## config.mk

```make
export PLATFORM = sky130hd
export DESIGN_NAME = rssi_window_mean_variance_flat
export DESIGN_NICKNAME = d
export VERILOG_FILES = /design/src/design/rwmv_pkg.sv /design/src/design/rwmv_if.sv /design/src/design/rwmv_ctrl.sv /design/src/design/rwmv_dp.sv /design/src/design/rssi_window_mean_variance.sv /design/src/flat_wrapper.sv
export SDC_FILE = /design/constraint.sdc
export NUM_CORES = 1
export LEC_CHECK = 0
export BUFFER_PORTS_ARGS = -buffer_cell sky130_fd_sc_hd__clkbuf_2
export CAP_MARGIN = 15
export CORE_AREA = 2 2 216 218
export DETAILED_ROUTE_END_ITERATION = 8
export DIE_AREA = 0 0 218 220
export GPL_TIMING_DRIVEN = 0
export PLACE_DENSITY_LB_ADDON = 0.3
export SLEW_MARGIN = 20
export SYNTH_ARGS = -nofsm -noshare
export SYNTH_HDL_FRONTEND = slang
export SYNTH_HIERARCHICAL = 1
export SYNTH_SLANG_ARGS = --single-unit
```

## constraint.sdc

```tcl
create_clock -name clock -period 8.2 [get_ports clock]
set_input_delay 1.23 -clock clock [delete_from_list [all_inputs] [get_ports clock]]
set_output_delay 1.23 -clock clock [all_outputs]
set_load 0.05 [all_outputs]
```

## src/design/rwmv_pkg.sv

```systemverilog
`default_nettype none
package rwmv_pkg;

   localparam int unsigned SAMPLE_W = 8;
   localparam int unsigned SPREAD_W = 16;

   localparam logic MODE_RECORD = 1'b0;
   localparam logic MODE_REPORT = 1'b1;

   typedef struct packed {
      logic wr_en;
      logic clear_sum;
      logic rd_en;
      logic var_phase;
      logic latch_mean;
      logic load_out;
   } dp_cmd_type;

   typedef struct packed {
      logic pipe_busy;
   } dp_status_type;

endpackage
`default_nettype wire

```

## src/design/rwmv_if.sv

```systemverilog
`default_nettype none
interface rwmv_req_if;
   logic                            valid;
   logic                            ready;
   logic                            mode;
   logic signed [rwmv_pkg::SAMPLE_W-1:0] rssi_sample;

   modport source (output valid, output mode, output rssi_sample, input ready);
   modport sink   (input valid, input mode, input rssi_sample, output ready);
endinterface

interface rwmv_rsp_if;
   logic                            valid;
   logic                            ready;
   logic signed [rwmv_pkg::SAMPLE_W-1:0] mean_level;
   logic        [rwmv_pkg::SPREAD_W-1:0] spread;

   modport source (output valid, output mean_level, output spread, input ready);
   modport sink   (input valid, input mean_level, input spread, output ready);
endinterface
`default_nettype wire

```

## src/design/rwmv_ctrl.sv

```systemverilog
`default_nettype none
module rwmv_ctrl #(
   parameter int unsigned LOG2_WINDOW = 5
) (
   input  wire logic                    clock,
   input  wire logic                    reset,
   input  wire logic                    req_valid,
   input  wire logic                    req_mode,
   output logic                         req_ready,
   input  wire logic                    rsp_ready,
   output logic                         rsp_valid,
   input  wire rwmv_pkg::dp_status_type status,
   output rwmv_pkg::dp_cmd_type         cmd,
   output logic [LOG2_WINDOW-1:0]       rd_addr
);
   import rwmv_pkg::*;

   typedef enum logic [2:0] {
      ST_IDLE,
      ST_SUM_RD,
      ST_SUM_WAIT,
      ST_MEAN,
      ST_VAR_RD,
      ST_VAR_WAIT,
      ST_FINISH
   } state_type;

   state_type              state_ff;
   logic [LOG2_WINDOW-1:0] count_ff;
   logic                   rsp_valid_ff;
   logic                   accept;
   logic                   last_addr;

   assign req_ready = (state_ff == ST_IDLE);
   assign accept    = req_valid & req_ready;
   assign last_addr = &count_ff;
   assign rd_addr   = count_ff;
   assign rsp_valid = rsp_valid_ff;

   always_comb begin
      cmd            = '0;
      cmd.wr_en      = accept & (req_mode == MODE_RECORD);
      cmd.clear_sum  = accept & (req_mode == MODE_REPORT);
      cmd.rd_en      = (state_ff == ST_SUM_RD) | (state_ff == ST_VAR_RD);
      cmd.var_phase  = (state_ff == ST_VAR_RD);
      cmd.latch_mean = (state_ff == ST_MEAN);
      cmd.load_out   = (state_ff == ST_FINISH) & (~rsp_valid_ff | rsp_ready);
   end

   always_ff @(posedge clock) begin
      if (reset) begin
         state_ff     <= ST_IDLE;
         count_ff     <= '0;
         rsp_valid_ff <= 1'b0;
      end else begin
         if (cmd.load_out) begin
            rsp_valid_ff <= 1'b1;
         end else if (rsp_ready) begin
            rsp_valid_ff <= 1'b0;
         end
         unique case (state_ff)
            ST_IDLE: begin
               count_ff <= '0;
               if (accept && req_mode == MODE_REPORT) begin
                  state_ff <= ST_SUM_RD;
               end
            end
            ST_SUM_RD: begin
               count_ff <= count_ff + 1'b1;
               if (last_addr) begin
                  state_ff <= ST_SUM_WAIT;
               end
            end
            ST_SUM_WAIT: begin
               if (!status.pipe_busy) begin
                  state_ff <= ST_MEAN;
               end
            end
            ST_MEAN: begin
               count_ff <= '0;
               state_ff <= ST_VAR_RD;
            end
            ST_VAR_RD: begin
               count_ff <= count_ff + 1'b1;
               if (last_addr) begin
                  state_ff <= ST_VAR_WAIT;
               end
            end
            ST_VAR_WAIT: begin
               if (!status.pipe_busy) begin
                  state_ff <= ST_FINISH;
               end
            end
            ST_FINISH: begin
               if (cmd.load_out) begin
                  state_ff <= ST_IDLE;
               end
            end
            default: begin
               state_ff <= ST_IDLE;
            end
         endcase
      end
   end

endmodule
`default_nettype wire

```

## src/design/rwmv_dp.sv

```systemverilog
`default_nettype none
module rwmv_dp #(
   parameter int unsigned LOG2_WINDOW = 5
) (
   input  wire logic                                  clock,
   input  wire logic                                  reset,
   input  wire rwmv_pkg::dp_cmd_type                  cmd,
   input  wire logic [LOG2_WINDOW-1:0]                rd_addr,
   input  wire logic signed [rwmv_pkg::SAMPLE_W-1:0]  wr_sample,
   output rwmv_pkg::dp_status_type                    status,
   output logic signed [rwmv_pkg::SAMPLE_W-1:0]       mean_level,
   output logic        [rwmv_pkg::SPREAD_W-1:0]       spread
);
   import rwmv_pkg::*;

   localparam int unsigned WINDOW = 1 << LOG2_WINDOW;
   localparam int unsigned SUM_W  = SAMPLE_W + LOG2_WINDOW;
   localparam int unsigned DIFF_W = SAMPLE_W + 1;
   localparam int unsigned PROD_W = 2 * DIFF_W;

   logic [SAMPLE_W-1:0]        ring_mem [WINDOW];
   logic [WINDOW-1:0]          entry_valid_ff;
   logic [LOG2_WINDOW-1:0]     write_slot_ff;

   logic [SAMPLE_W-1:0]        rd_data_ff;
   logic                       rd_valid_ff;
   logic                       s1_valid_ff;
   logic                       s1_var_ff;
   logic                       s2_valid_ff;

   logic signed [SUM_W-1:0]    sum_ff;
   logic signed [SAMPLE_W-1:0] mean_ff;
   logic [SPREAD_W-1:0]        sq_ff;
   logic [SPREAD_W-1:0]        acc_ff;
   logic signed [SAMPLE_W-1:0] mean_out_ff;
   logic [SPREAD_W-1:0]        spread_out_ff;

   logic signed [SAMPLE_W-1:0] rd_sample;
   logic signed [SUM_W-1:0]    sample_ext;
   logic signed [SUM_W-1:0]    sum_shr;
   logic signed [DIFF_W-1:0]   diff;
   logic signed [PROD_W-1:0]   prod;

   always_ff @(posedge clock) begin
      if (cmd.wr_en) begin
         ring_mem[write_slot_ff] <= wr_sample;
      end
      rd_data_ff <= ring_mem[rd_addr];
   end

   always_ff @(posedge clock) begin
      if (reset) begin
         entry_valid_ff <= '0;
         write_slot_ff  <= '0;
         rd_valid_ff    <= 1'b0;
         s1_valid_ff    <= 1'b0;
         s1_var_ff      <= 1'b0;
         s2_valid_ff    <= 1'b0;
      end else begin
         if (cmd.wr_en) begin
            entry_valid_ff[write_slot_ff] <= 1'b1;
            write_slot_ff                 <= write_slot_ff + 1'b1;
         end
         rd_valid_ff <= entry_valid_ff[rd_addr];
         s1_valid_ff <= cmd.rd_en;
         s1_var_ff   <= cmd.var_phase;
         s2_valid_ff <= s1_valid_ff & s1_var_ff;
      end
   end

   // never-written entries read as zero
   assign rd_sample  = rd_valid_ff ? signed'(rd_data_ff) : '0;
   assign sample_ext = {{LOG2_WINDOW{rd_sample[SAMPLE_W-1]}}, rd_sample};
   assign sum_shr    = sum_ff >>> LOG2_WINDOW;
   assign diff       = {rd_sample[SAMPLE_W-1], rd_sample} - {mean_ff[SAMPLE_W-1], mean_ff};
   assign prod       = diff * diff;

   always_ff @(posedge clock) begin
      if (cmd.clear_sum) begin
         sum_ff <= '0;
      end else if (s1_valid_ff && !s1_var_ff) begin
         sum_ff <= sum_ff + sample_ext;
      end
      if (cmd.latch_mean) begin
         mean_ff <= sum_shr[SAMPLE_W-1:0];
      end
      sq_ff <= prod[SPREAD_W-1:0];
      if (cmd.latch_mean) begin
         acc_ff <= '0;
      end else if (s2_valid_ff) begin
         acc_ff <= acc_ff + sq_ff;
      end
      if (cmd.load_out) begin
         mean_out_ff   <= mean_ff;
         spread_out_ff <= acc_ff;
      end
   end

   assign status.pipe_busy = s1_valid_ff | s2_valid_ff;
   assign mean_level       = mean_out_ff;
   assign spread           = spread_out_ff;

endmodule
`default_nettype wire

```

## src/design/rssi_window_mean_variance.sv

```systemverilog
`default_nettype none
// Sliding-window mean and spread of signal strength samples. The last
// 2**LOG2_WINDOW samples sit in a ring that reads as zero after reset. A
// record transfer (mode 0) stores one sample and gives no result. A report
// transfer (mode 1) gives one result: the floored mean of the window and the
// sum of squared deviations from it, modulo 65536. For a report, the single
// read port of the ring is walked once for the sum and once for the
// deviations before the result is offered. The result sits in an output
// register, so the next item is taken while it waits; a further report can
// finish only once that register is free.
module rssi_window_mean_variance #(
   parameter int unsigned LOG2_WINDOW = 5
) (
   input wire logic  clock,
   input wire logic  reset,
   rwmv_req_if.sink  req_chan,
   rwmv_rsp_if.source rsp_chan
);
   import rwmv_pkg::*;

   dp_cmd_type             cmd;
   dp_status_type          status;
   logic [LOG2_WINDOW-1:0] rd_addr;

   rwmv_ctrl #(
      .LOG2_WINDOW (LOG2_WINDOW)
   ) u_ctrl (
      .clock     (clock),
      .reset     (reset),
      .req_valid (req_chan.valid),
      .req_mode  (req_chan.mode),
      .req_ready (req_chan.ready),
      .rsp_ready (rsp_chan.ready),
      .rsp_valid (rsp_chan.valid),
      .status    (status),
      .cmd       (cmd),
      .rd_addr   (rd_addr)
   );

   rwmv_dp #(
      .LOG2_WINDOW (LOG2_WINDOW)
   ) u_dp (
      .clock      (clock),
      .reset      (reset),
      .cmd        (cmd),
      .rd_addr    (rd_addr),
      .wr_sample  (req_chan.rssi_sample),
      .status     (status),
      .mean_level (rsp_chan.mean_level),
      .spread     (rsp_chan.spread)
   );

endmodule
`default_nettype wire
```

## src/flat_wrapper.sv

```systemverilog
// flat-port wrapper written by rule: the top's interface ports become plain ports
module rssi_window_mean_variance_flat import rwmv_pkg::*;
#(
   parameter int unsigned LOG2_WINDOW = 5
)
  (clock, reset, req_chan_valid, req_chan_mode, req_chan_rssi_sample, req_chan_ready, rsp_chan_valid, rsp_chan_mean_level, rsp_chan_spread, rsp_chan_ready);
  rwmv_req_if req_chan_i ();
  rwmv_rsp_if rsp_chan_i ();
  input wire logic clock;
  input wire logic reset;
  input wire logic [$bits(req_chan_i.valid)-1:0] req_chan_valid;
  input wire logic [$bits(req_chan_i.mode)-1:0] req_chan_mode;
  input wire logic [$bits(req_chan_i.rssi_sample)-1:0] req_chan_rssi_sample;
  output wire logic [$bits(req_chan_i.ready)-1:0] req_chan_ready;
  output wire logic [$bits(rsp_chan_i.valid)-1:0] rsp_chan_valid;
  output wire logic [$bits(rsp_chan_i.mean_level)-1:0] rsp_chan_mean_level;
  output wire logic [$bits(rsp_chan_i.spread)-1:0] rsp_chan_spread;
  input wire logic [$bits(rsp_chan_i.ready)-1:0] rsp_chan_ready;
  assign req_chan_i.valid = req_chan_valid;
  assign req_chan_i.mode = req_chan_mode;
  assign req_chan_i.rssi_sample = req_chan_rssi_sample;
  assign req_chan_ready = req_chan_i.ready;
  assign rsp_chan_valid = rsp_chan_i.valid;
  assign rsp_chan_mean_level = rsp_chan_i.mean_level;
  assign rsp_chan_spread = rsp_chan_i.spread;
  assign rsp_chan_i.ready = rsp_chan_ready;
  rssi_window_mean_variance #(.LOG2_WINDOW(LOG2_WINDOW)) u_core (.clock(clock), .reset(reset), .req_chan(req_chan_i), .rsp_chan(rsp_chan_i));
endmodule
```

# [Yosys cells after proc, flatten, opt, wreduce, memory -nomap -nowiden]
# Memories as Yosys holds them, arrays and structs flattened. A register that Yosys moved wholly into a read port is not among the register bits.
# Index checks and enable logic that the tools add are counted.
[classes] addsub=5 multipliers=1 order_cmp=3 eq_ne=12 muxes=17 bitwise_logic=11 reduce_logical=11
[op_table] operator="$or 32x32->32" count=1
[op_table] operator="$pmux 3 s7" count=1
[op_table] operator="$mux 3" count=6
[op_table] operator="$add 16x16->16" count=1
[op_table] operator="$mul 9x9->16" count=1
[op_table] operator="$add 13x8->13" count=1
[op_table] operator="$lt 5x6->1 const B" count=2
[op_table] operator="$add 5x1->5 const B" count=2
[op_table] operator="$pmux 5 s2" count=1
[op_table] operator="$eq 3x3->1 const B" count=3
[op_table] operator="$sub 8x8->9" count=1
[op_table] operator="$mux 8" count=1
[op_table] operator="$eq 3x2->1 const B" count=2
[op_table] operator="$mux 1" count=6
[op_table] operator="$ne 2x1->1 const B" count=3
[op_table] operator="$ne 2x2->1 const B" count=3
[op_table] operator="$reduce_and 6->1" count=1
[op_table] operator="$and 1x1->1" count=5
[op_table] operator="$bmux 1 s5" count=1
[op_table] operator="$demux 1 s5" count=1
[op_table] operator="$ge 5x1->1 const B" count=1
[op_table] operator="$reduce_and 5->1" count=1
[op_table] operator="$reduce_bool 2->1" count=2
[op_table] operator="$reduce_or 2->1" count=2
[op_table] operator="other kinds (6)" count=11
[word_totals] reg_bits=127 mem_bits_rw=256 in_bits=13 out_inout_bits=26 word_cells=76 n_memories=1
[mem_list] name="u_core.u_dp.ring_mem" words=32 width=8 read_ports=1 rd_clocked_by_memory_dff=1 write_ports=1 line_no="rwmv_dp.sv:21" source="logic [SAMPLE_W-1:0] ring_mem [WINDOW];"

# [Longest topological paths before layout]
# Gate-level depths: netlist of the first run.
[depth] ltp_word=5 ltp_mapped=30

# [By module]
# Netlist of the first run, hierarchy kept.
[by_module_without_submodules] module="rwmv_dp" n_inst=1 cells_per_inst=1217 area_per_inst_um2=17808.3
[by_module_without_submodules] module="rwmv_ctrl" n_inst=1 cells_per_inst=82 area_per_inst_um2=634.4

# [Worst setup path before layout of the first run]
# Ideal clock, no wire load.
[synth_path] path_kind="reg-to-reg" start="register u_core.u_dp.rd_valid_ff" end="register u_core.u_dp.sq_ff[15]" setup_time_ns=0.072 arrival_ns=6.335 t_required_ns=8.128 setup_slack_ns=1.793 path_stages_with_launch=30 path_buffers=3 period_less_slack_ns=6.407 cell_sequence="dfxtp_1 -> buf_6 -> buf_2 -> nand2_1 -> ha_1 -> inv_1 -> fa_1 -> o2111ai_1 -> o21ai_1 -> and3_1 -> nand2_1 -> a31oi_1 -> buf_2 -> nor2_1 -> fa_1 -> inv_1 -> fa_1 -> inv_1 -> fa_1 -> fa_1 -> inv_1 -> fa_1 -> inv_1 -> ha_1 -> a21oi_1 -> o21bai_1 -> a21oi_1 -> o21ai_0 -> a31oi_1 -> xnor2_1"
[synth_between] elab_chain_len=3
[synth_lines] item="start, declared" line_no="rwmv_dp.sv:26" source="logic rd_valid_ff;"
[synth_lines] item="start signal, assigned" line_no="rwmv_dp.sv:64" source="rd_valid_ff <= entry_valid_ff[rd_addr];"
[synth_lines] item="$mux 8" line_no="rwmv_dp.sv:72" source="assign rd_sample = rd_valid_ff ? signed'(rd_data_ff) : '0;"
[synth_lines] item="$sub 8x8->9" line_no="rwmv_dp.sv:75" source="assign diff = {rd_sample[SAMPLE_W-1], rd_sample} - {mean_ff[SAMPLE_W-1], mean_ff};"
[synth_lines] item="$mul 9x9->16" line_no="rwmv_dp.sv:76" source="assign prod = diff * diff;"
[synth_lines] item="named net u_core.u_dp.prod[15]" line_no="rwmv_dp.sv:42" source="logic signed [PROD_W-1:0] prod;"
[synth_lines] item="end signal, assigned" line_no="rwmv_dp.sv:87" source="sq_ff <= prod[SPREAD_W-1:0];"
[synth_lines] item="end, declared" line_no="rwmv_dp.sv:33" source="logic [SPREAD_W-1:0] sq_ff;"
# The timed path passes the listed nets, and every way through them passes these cells.
# A chain may end at the register's enable or synchronous reset.

# [Final worst setup path of the first run]
# Same ends and word-level chain as after synthesis.

==> results.yml, run 1 <==
outcome:
  status: "complete, no violations"
synth:
  syn_area_per_cell_um2: 14.2
  syn_area_mm2: 0.0184
  async_flop_share_pct: 0
  synthFlopType: "edfxtp_1"
  synthCells: 1299
  synth.distinct_cells: 76
  synth_nets: 1435
  synth-edff-count: 288
  seq_area_frac_synth_pct: 58.0
  ys_seq_elements: 390
  yosysWarnings: 6
die:
  fp-row-count: 79
  dieWidth_um: 218
  fp.dieH_um: 220
  io_pins: 39
  initial_core_util_pct: 40.2
  die_area_mm2: 0.0480
  core_mm2: 0.0459
place:
  place.gp.congestion: 0.790
  hpwl_um: 27500
  portBuffers: 38
  place_ws_ns: 0.689
  place_area_mm2: 0.0194
  dp.cells: 1944
timing:
  finalHoldViolations: 0
  worstMarginPinSlew_ns: 1.08
  drv_slew: 0
  whs_ns: 0.437
  min_period_over_period_pct: 92.6
  relSlewSlack_pct: 28.0
  setup_ws_ns: 0.606
  finalSetupViolations: 0
  clock_skew_ns: 0.0155
  grt_setup_unrepaired: "no"
  tns_ns: 0
  fmax_mhz: 132
  timing.final.crit_period_ns: 7.59
route:
  drt_drc_violations_left: 0
  finalWirelength_um: 39700
  ant_nets: 0
  wl_per_cell_um: 19.7
  first_iter_violations: 902
  vias: 10700
  dr.pass1.iters: 5
  viasPerCell: 5.29
worst_setup_path:
  cpMostUsedCell: "fa_1"
  crit_type: "reg -> reg"
  cp-end-kind: "register"
  cp_slowest_cell: "fa_1"
  crit_arrival_ns: 8.01
  cpPeakStageDelay_ns: 0.54
  r2r_cells: 29
  path_max_fanout: 10
  required_ns: 8.62
  cp-start-kind: "register"
grt:
  overflow: 0
  antenna_found_initial: 1
  grt_max_degree: 33
  grt_usage_pct: 17.2
  grt_pass1_vias: 10900
  grt_pass1_wl_um: 62700
cts:
  clock_sinks: 390
  cts_tree: "built"
  numCtsBuffers: 41
  root_buffer: "clkbuf_16"
  ctsHoldBuffers: 0
  cts_setup_buffers: 0
  post_cts_resized: 0
  ctsLongestPathBuffers: 3
  clk_pin_slew_worst_paths_ns: 0.06
  clk_latency_ns: 0.55
  cts_htree_levels: 2
finish:
  fillerInstances: 4127
  stdcell_area_mm2: 0.0208
  utilization_pct: 45.4
  antenna_cells: 0
  layout_common_cells: "288 x edfxtp_1, 169 x nor2_1, 102 x dfxtp_1, 93 x inv_1, 90 x mux4_2"
  post_layout_nonfiller_instances: 2020
  area_growth_pct: 12.8
  final_common_cell: "edfxtp_1"
  layout-drive-gt1-share_pct: 17.2
  nets: 1516
flow_run:
  max_cap_viol_count: 0
worst_hold_path:
  hold_depth: 2
  worstHoldPathType: "reg -> reg"
power:
  vdd_drop_max_v: 0.000560
  powerDensity_mw_per_mm2: 410
  leakage_nw: 7.42
  finalPower_mw: 8.52
==> registers in the layout, indices dropped and copies added, names as in the netlist, 3 cells and up <==
register	count
u_core/u_ctrl/rd_addr	5
u_core/u_ctrl/state_ff	3
u_core/u_dp/acc_ff	16
u_core/u_dp/entry_valid_ff	32
u_core/u_dp/mean_ff	8
u_core/u_dp/mean_level	8
u_core/u_dp/rd_data_ff	8
u_core/u_dp/ring_mem	256
u_core/u_dp/spread	16
u_core/u_dp/sq_ff	15
u_core/u_dp/sum_ff	13
u_core/u_dp/write_slot_ff	5
==> cells by family after synthesis <==
group | share of synthesized area (%)
AO/OA/AOI/OAI | 5.53
XOR/XNOR | 2.23
adder cells (fa/ha/maj) | 10.8
buffers and inverters | 3.31
flip-flops | 58.0
multiplexers | 12.0
AND/OR/NAND/NOR | 8.13
==> routing by layer <==
metal	vias up	wire length, µm	track usage (%)
li1	4938	-	-
met1	5414	17300	22.9
met2	280	19500	29.4
met3	54	2020	2.61
met4	0	924	4.49
met5	-	0	0
==> final cells by class <==
| cell class | count | area, µm² | share of cell area, % |
|---|---|---|---|
| buffer | 51 | 234 | 1.12 |
| clock buffer | 66 | 1300 | 6.26 |
| clock inverter | 10 | 104 | 0.499 |
| inverter | 100 | 377 | 1.81 |
| multi-input combinational | 758 | 7140 | 34.3 |
| sequential | 390 | 10700 | 51.4 |
| tap | 607 | 759 | 3.65 |
| timing repair buffer | 38 | 190 | 0.914 |
==> critical path: cells and delay by family (launching register included) <==
family | cells | cell delay [ns]
XOR/XNOR | 1 | 0.23
AO/OA/AOI/OAI | 8 | 2.04
buffers and inverters | 8 | 0.97
adder cells (fa/ha/maj) | 8 | 3.38
AND/OR/NAND/NOR | 4 | 0.50
flip-flops | 1 | 0.32
==> cell usage after synthesis (13+ instances only) <==
| cell | n | area share [%] |
|---|---|---|
| nand2_1 | 48 | 0.98 |
| fa_1 | 56 | 6.1 |
| inv_1 | 93 | 1.9 |
| xnor2_1 | 33 | 1.6 |
| nor3_1 | 13 | 0.35 |
| dfxtp_1 | 102 | 11 |
| o21ai_0 | 20 | 0.54 |
| mux4_2 | 90 | 11 |
| nand2b_1 | 18 | 0.61 |
| nand3_1 | 16 | 0.43 |
| clkbuf_1 | 27 | 0.55 |
| buf_2 | 13 | 0.35 |
| edfxtp_1 | 288 | 47 |
| nor2_1 | 169 | 3.4 |
| a21oi_1 | 44 | 1.2 |
| ha_1 | 67 | 4.5 |
==> report_power, final <==
part,internal [mW],switching [mW],leakage [nW]
Sequential,2.31,0.0825,3.42
Clock,1.10,0.763,0.686
Combinational,1.87,2.40,3.31
Total,5.28,3.24,7.42
==> worst paths after layout <==
| check | from | endpoint | slack (ns) |
|---|---|---|---|
| setup / recovery | u_core/u_dp/rd_valid_ff | u_core/u_dp/sq_ff[15] | 0.61 |
| hold / removal | u_core/u_dp/s1_var_ff | u_core/u_dp/s2_valid_ff | 0.44 |
| setup reg to reg | u_core/u_dp/rd_valid_ff | u_core/u_dp/sq_ff[15] | 0.61 |
| hold reg to reg | u_core/u_dp/s1_var_ff | u_core/u_dp/s2_valid_ff | 0.44 |
Power figures use the tool's default switching activity.
==> inputs of run 2 (changes only) <==
--- a/config.mk
+++ b/config.mk
@@ -7,6 +7,8 @@
 export LEC_CHECK = 0
 export BUFFER_PORTS_ARGS = -buffer_cell sky130_fd_sc_hd__clkbuf_2
 export CAP_MARGIN = 15
+export CELL_PAD_IN_SITES_DETAIL_PLACEMENT = 0
+export CELL_PAD_IN_SITES_GLOBAL_PLACEMENT = 1
 export CORE_AREA = 2 2 216 218
 export DETAILED_ROUTE_END_ITERATION = 8
 export DIE_AREA = 0 0 218 220
==> results.yml, run 2 (same netlist as run 1, synthesis figures left out) <==
power:
  powerDensity_mw_per_mm2: 403
  intPower_mw: 5.23
  leakage_nw: 7.39
  seqPwrFrac_pct: 28.6
  power.clock.fraction_pct: 22.1
  vdd_drop_max_v: 0.000432
  swShare_pct: 37.5
  p_sw_mw: 3.14
  comb_power_share_pct: 49.3
worst_setup_path:
  required_ns: 8.69
  rrSetupSlack_ns: 0.87
  cpMostUsedCell: "fa_1"
  path_max_fanout: 10
  crit_start: "u_core/u_dp/rd_valid_ff"
  cp-end-kind: "register"
  crit_arrival_ns: 7.82
  cpPeakStageDelay_ns: 0.54
  crit-reg2reg-capture: "u_core/u_dp/sq_ff[15]"
  r2r_start: "u_core/u_dp/rd_valid_ff"
  cp_slowest_cell: "fa_1"
  crit_type: "reg -> reg"
  cp-start-kind: "register"
  endpoint: "u_core/u_dp/sq_ff[15]"
  r2r_cells: 29
timing:
  finalHoldViolations: 0
  drv_slew: 0
  grt_setup_unrepaired: "no"
  tns_ns: 0
  timing.final.crit_period_ns: 7.33
  relSlewSlack_pct: 23.9
  finalSetupViolations: 0
  fmax_mhz: 137
  whs_ns: 0.454
  min_period_over_period_pct: 89.3
  clock_skew_ns: 0.0311
  worstMarginPinSlew_ns: 1.14
route:
  ant_nets: 0
  drt_drc_violations_left: 0
  finalWirelength_um: 41000
  wl_per_cell_um: 20.3
  viasPerCell: 5.28
  vias: 10700
  dr.pass1.iters: 5
  first_iter_violations: 625
finish:
  layout-drive-gt1-share_pct: 16.9
  largest_reg_flops: 256
  top_register: "u_core/u_dp/ring_mem"
  multi_input_area_mm2: 0.00714
  area_growth_pct: 12.5
  layout_common_cells: "288 x edfxtp_1, 169 x nor2_1, 102 x dfxtp_1, 93 x inv_1, 90 x mux4_2"
  final_common_cell: "edfxtp_1"
  regArea_mm2: 0.0107
  reg_top3: "u_core/u_dp/ring_mem (256), u_core/u_dp/entry_valid_ff (32)"
  fillerInstances: 4141
  stdcell_area_mm2: 0.0208
  nets: 1516
die:
  initial_core_util_pct: 40.2
  dieWidth_um: 218
  core_mm2: 0.0459
  die_area_mm2: 0.0480
  io_pins: 39
  fp-row-count: 79
  fp.dieH_um: 220
place:
  place.gp.congestion: 0.763
  place_area_mm2: 0.0194
  portBuffers: 38
  hpwl_um: 28300
cts:
  cts_htree_levels: 2
  cts_setup_buffers: 0
  cts_tree: "built"
  post_cts_resized: 0
  clock_sinks: 390
  ctsHoldBuffers: 0
  ctsLongestPathBuffers: 3
  numCtsBuffers: 41
  clk_latency_ns: 0.58
  clk_pin_slew_worst_paths_ns: 0.06
  root_buffer: "clkbuf_16"
grt:
  top_usage_layer: "met2"
  grt_usage_pct: 17.6
  use_met3_pct: 3.30
  overflow: 0
  grt_pass1_vias: 10600
  use_met2_pct: 29.3
  grt_max_degree: 33
  antenna_found_initial: 1
  grt_pass1_wl_um: 63400
  grt.met1_usage_pct: 23.7
worst_hold_path:
  worstHoldPathType: "reg -> reg"
outcome:
  status: "complete, no violations"
flow_run:
  max_cap_viol_count: 0
## run 2: changes by cell type in the layout (fill, tap and decap cells not counted)
cell,previous run,this run
inv_6,1,0
clkbuf_1,36,40
clkinv_2,3,5
bufinv_16,0,2
clkinv_4,0,2
clkbuf_8,14,8
clkbuf_16,43,41
clkinvlp_4,1,0
diode_2,0,1
## run 2: cell type report
type	instances	area share (%)
Antenna cell	1	0.0121
Timing Repair Buffer	38	0.916
Tap cell	607	3.66
Inverter	100	1.81
Multi-Input combinational cell	758	34.4
Clock inverter	14	0.844
Buffer	51	1.13
Sequential cell	390	51.5
Clock buffer	62	5.71
## run 2: worst min-delay path by stage
stage,start,cells past startpoint,slack [ns],to
2_1_floorplan,u_core/u_dp/s1_var_ff,2,0.42,u_core/u_dp/s2_valid_ff
3_3_place_gp,u_core/u_dp/acc_ff[15],0,0.44,u_core/u_dp/spread[15]
3_5_place_dp,u_core/u_dp/acc_ff[15],0,0.44,u_core/u_dp/spread[15]
4_1_cts,u_core/u_dp/acc_ff[15],0,0.46,u_core/u_dp/spread[15]
5_1_grt,u_core/u_dp/acc_ff[15],0,0.46,u_core/u_dp/spread[15]
6_report,u_core/u_dp/acc_ff[15],0,0.45,u_core/u_dp/spread[15]
## run 2: worst max-delay path, delay by kind of cell (launching register included)
family	cells	cell delay [ns]
adder cells (fa/ha/maj)	8	3.36
AO/OA/AOI/OAI	8	1.90
buffers and inverters	8	0.97
AND/OR/NAND/NOR	4	0.52
flip-flops	1	0.32
XOR/XNOR	1	0.13
## run 2: layer usage
layer  vias up  share of wire (%)
met4         2                2.1
met3        57                6.0
met5         -              0.032
met1      5385                 43
met2       279                 49
li1       4942                  -
## run 2: power groups by stage
stage	clock network (mW)	registers, mW	logic (mW)
3_3_place_gp	0	2.43	4.21
5_1_grt	1.99	2.40	4.76
4_1_cts	1.90	2.39	4.25
2_1_floorplan	0	2.41	3.30
3_5_place_dp	0	2.44	4.19
6_report	1.85	2.39	4.13
## run 2: per-stage QoR
| step | setup WS, ns | power (mW) | std cells | utilization (%) |
|---|---|---|---|---|
| CTS | 0.808 | 8.54 | 2020 | 45.3 |
| global placement | 0.887 | 6.64 | 1944 | 42.3 |
| finish | 0.874 | 8.37 | 2021 | 45.3 |
| global route | 0.339 | 9.15 | 2020 | 45.3 |
| floorplan | 1.79 | 5.71 | 1299 | - |
| detailed placement | 0.850 | 6.63 | 1944 | 42.3 |
==> inputs of run 3 (changes only) <==
--- a/config.mk
+++ b/config.mk
@@ -9,13 +9,12 @@
 export CAP_MARGIN = 15
 export CELL_PAD_IN_SITES_DETAIL_PLACEMENT = 0
 export CELL_PAD_IN_SITES_GLOBAL_PLACEMENT = 1
-export CORE_AREA = 2 2 216 218
+export CORE_AREA = 2 2 215 217
 export DETAILED_ROUTE_END_ITERATION = 8
-export DIE_AREA = 0 0 218 220
+export DIE_AREA = 0 0 217 219
 export GPL_TIMING_DRIVEN = 0
 export PLACE_DENSITY_LB_ADDON = 0.3
 export SLEW_MARGIN = 20
 export SYNTH_ARGS = -nofsm -noshare
 export SYNTH_HDL_FRONTEND = slang
-export SYNTH_HIERARCHICAL = 1
 export SYNTH_SLANG_ARGS = --single-unit
==> constraint.sdc (replaced) <==
create_clock -name clock -period 7.6 [get_ports clock]
set_input_delay 1.14 -clock clock [delete_from_list [all_inputs] [get_ports clock]]
set_output_delay 1.14 -clock clock [all_outputs]
set_load 0.05 [all_outputs]
==> results.yml, run 3 <==
grt:
  grt_usage_pct: 17.4
  grt_max_degree: 33
  antenna_found_initial: 0
  grt_pass1_vias: 10300
  grt_pass1_wl_um: 61600
  overflow: 0
worst_setup_path:
  endpoint: "u_core.u_dp.sq_ff[15]"
  cp-end-kind: "register"
  cp-start-kind: "register"
  crit_start: "u_core.u_dp.rd_valid_ff"
  rrSetupSlack_ns: 0.44
  crit_arrival_ns: 7.62
  r2r_cells: 25
  path_max_fanout: 10
  crit_type: "reg -> reg"
  cpPeakStageDelay_ns: 0.55
  required_ns: 8.06
  crit-reg2reg-capture: "u_core.u_dp.sq_ff[15]"
  cp_slowest_cell: "fa_1"
  r2r_start: "u_core.u_dp.rd_valid_ff"
  cpMostUsedCell: "fa_1"
synth:
  synthCells: 1268
  async_flop_share_pct: 0
  synth_compound_area_share_pct: 5.18
  yosysWarnings: 0
  ys_seq_elements: 390
  synth_nets: 1405
  synthMuxAreaShare_pct: 12.9
  synth-edff-count: 288
  synth_top_area_share_pct: 47.2
  seq_area_frac_synth_pct: 58.3
  yosysMostFrequentCell: "edfxtp_1"
  synth_area_leaders: "edfxtp_1 47%, dfxtp_1 11%, mux4_2 9.8%"
  synth-xor-area-share_pct: 2.14
  synth_common_cells: "288 x edfxtp_1, 147 x nor2_1, 102 x dfxtp_1"
  synth_fa_ha_area_share_pct: 10.7
  synth.distinct_cells: 71
  syn_area_per_cell_um2: 14.5
  synth-simple-area-share_pct: 7.36
  synth_area_leader_cell: "edfxtp_1"
  syn_area_mm2: 0.0183
  synthFlopType: "edfxtp_1"
  synth_top_family_by_area: "multiplexers"
die:
  io_pins: 39
  initial_core_util_pct: 40.7
  fp.dieH_um: 219
  core_mm2: 0.0451
  dieWidth_um: 217
  die_area_mm2: 0.0475
  fp-row-count: 78
worst_hold_path:
  worstHoldPathType: "reg -> reg"
place:
  hpwl_um: 28000
  portBuffers: 37
  place.gp.congestion: 0.795
  place_area_mm2: 0.0194
  place_ws_ns: 0.334
finish:
  area_growth_pct: 12.8
  nets: 1494
  layout-drive-gt1-share_pct: 18.0
  layout_common_cells: "288 x edfxtp_1, 147 x nor2_1, 102 x dfxtp_1, 98 x inv_1, 80 x mux4_2"
  stdcell_area_mm2: 0.0207
  largest_reg_flops: 256
  top_register: "u_core.u_dp.ring_mem"
  final_common_cell: "edfxtp_1"
  reg_top3: "u_core.u_dp.ring_mem (256), u_core.u_dp.entry_valid_ff (32)"
  utilization_pct: 45.9
timing:
  min_period_over_period_pct: 94.2
  grt_setup_unrepaired: "no"
  whs_ns: 0.449
  finalHoldViolations: 0
  clock_skew_ns: 0.0387
  tns_ns: 0
  setup_ws_ns: 0.440
  worstMarginPinSlew_ns: 1.05
  finalSetupViolations: 0
  drv_slew: 0
  fmax_mhz: 140
  relSlewSlack_pct: 30.2
  timing.final.crit_period_ns: 7.16
power:
  powerDensity_mw_per_mm2: 295
  leakage_nw: 7.46
  vdd_drop_max_v: 0.000236
flow_run:
  max_cap_viol_count: 0
route:
  viasPerCell: 5.22
  first_iter_violations: 905
  ant_nets: 0
  drt_drc_violations_left: 0
  finalWirelength_um: 40300
  wl_per_cell_um: 20.3
  dr.pass1.iters: 5
  vias: 10400
cts:
  cts_htree_levels: 2
  clock_sinks: 390
  ctsHoldBuffers: 0
  cts_tree: "built"
  numCtsBuffers: 42
  clk_latency_ns: 0.58
  clk_pin_slew_worst_paths_ns: 0.06
  root_buffer: "clkbuf_16"
  ctsLongestPathBuffers: 3
outcome:
  status: "complete, no violations"
## run 3: per-layer routing
metal	global-route usage (%)	up-vias	routed length, µm
met5	0	-	0
li1	-	4835	-
met1	24.7	5233	18400
met3	2.90	53	2100
met2	28.0	268	19200
met4	4.32	0	654
## run 3: cell type report
type                            instances  area (µm²)
Fill cell                            4005       24400
Sequential cell                       390       10700
Inverter                              100         375
Buffer                                 51         249
Tap cell                              600         751
Clock buffer                           53        1140
Antenna cell                            1        2.50
Clock inverter                         24         168
Multi-Input combinational cell        727        7070
Timing Repair Buffer                   45         240
## run 3: power by group
group	leakage [nW]	switching (mW)	total, mW	internal [mW]
Sequential	3.40	0.0292	2.40	2.37
Combinational	3.43	0.963	1.78	0.814
Clock	0.631	0.847	1.93	1.08
Total	7.46	1.84	6.10	4.26
## run 3: critical path: cells and delay by family (launching register included)
kind,cells,cell delay (ns)
AOI/OAI and AO/OA,6,1.44
xor gates and xnor gates,3,0.74
buffers and inverters,6,0.50
DFF,1,0.44
adders and majority gates,8,3.58
and+or+nand+nor,2,0.35
## run 3: worst min-delay path by stage
stage | from | to | cells past startpoint
after detailed placement | u_core.u_dp.s1_var_ff | u_core.u_dp.s2_valid_ff | 2
final | u_core.u_dp.s1_var_ff | u_core.u_dp.s2_valid_ff | 2
after global placement | u_core.u_dp.mean_ff[7] | u_core.u_dp.mean_level[7] | 0
after floorplan | u_core.u_dp.mean_ff[2] | u_core.u_dp.mean_level[2] | 0
after global routing | u_core.u_dp.mean_ff[7] | u_core.u_dp.mean_level[7] | 0
after CTS | u_core.u_dp.s1_var_ff | u_core.u_dp.s2_valid_ff | 2
## run 3: stage by stage
step / instances / power (mW)
after global placement: 1905 / 4.23
after CTS: 1990 / 6.18
after global routing: 1990 / 6.55
final: 1991 / 6.10
after detailed placement: 1913 / 4.23
after floorplan: 1268 / 3.89
## run 3: cell families (layout without fill, tap and decap cells)
logic type	after synthesis	count (layout)
buf+inv	151	273
flops	390	390
mux	119	119
simple gates	297	297
compound gates	142	142
xor+xnor	44	44
fa+ha+maj	125	125
other cells	0	1
## run 3: what timing repair did
action / 4_1_cts / 5_1_grt
endpoints found under the setup margin: 0 / 2
resized for setup: 0 / 2
setup buffers: 0 / 0
endpoints found under the hold margin: 0 / 0
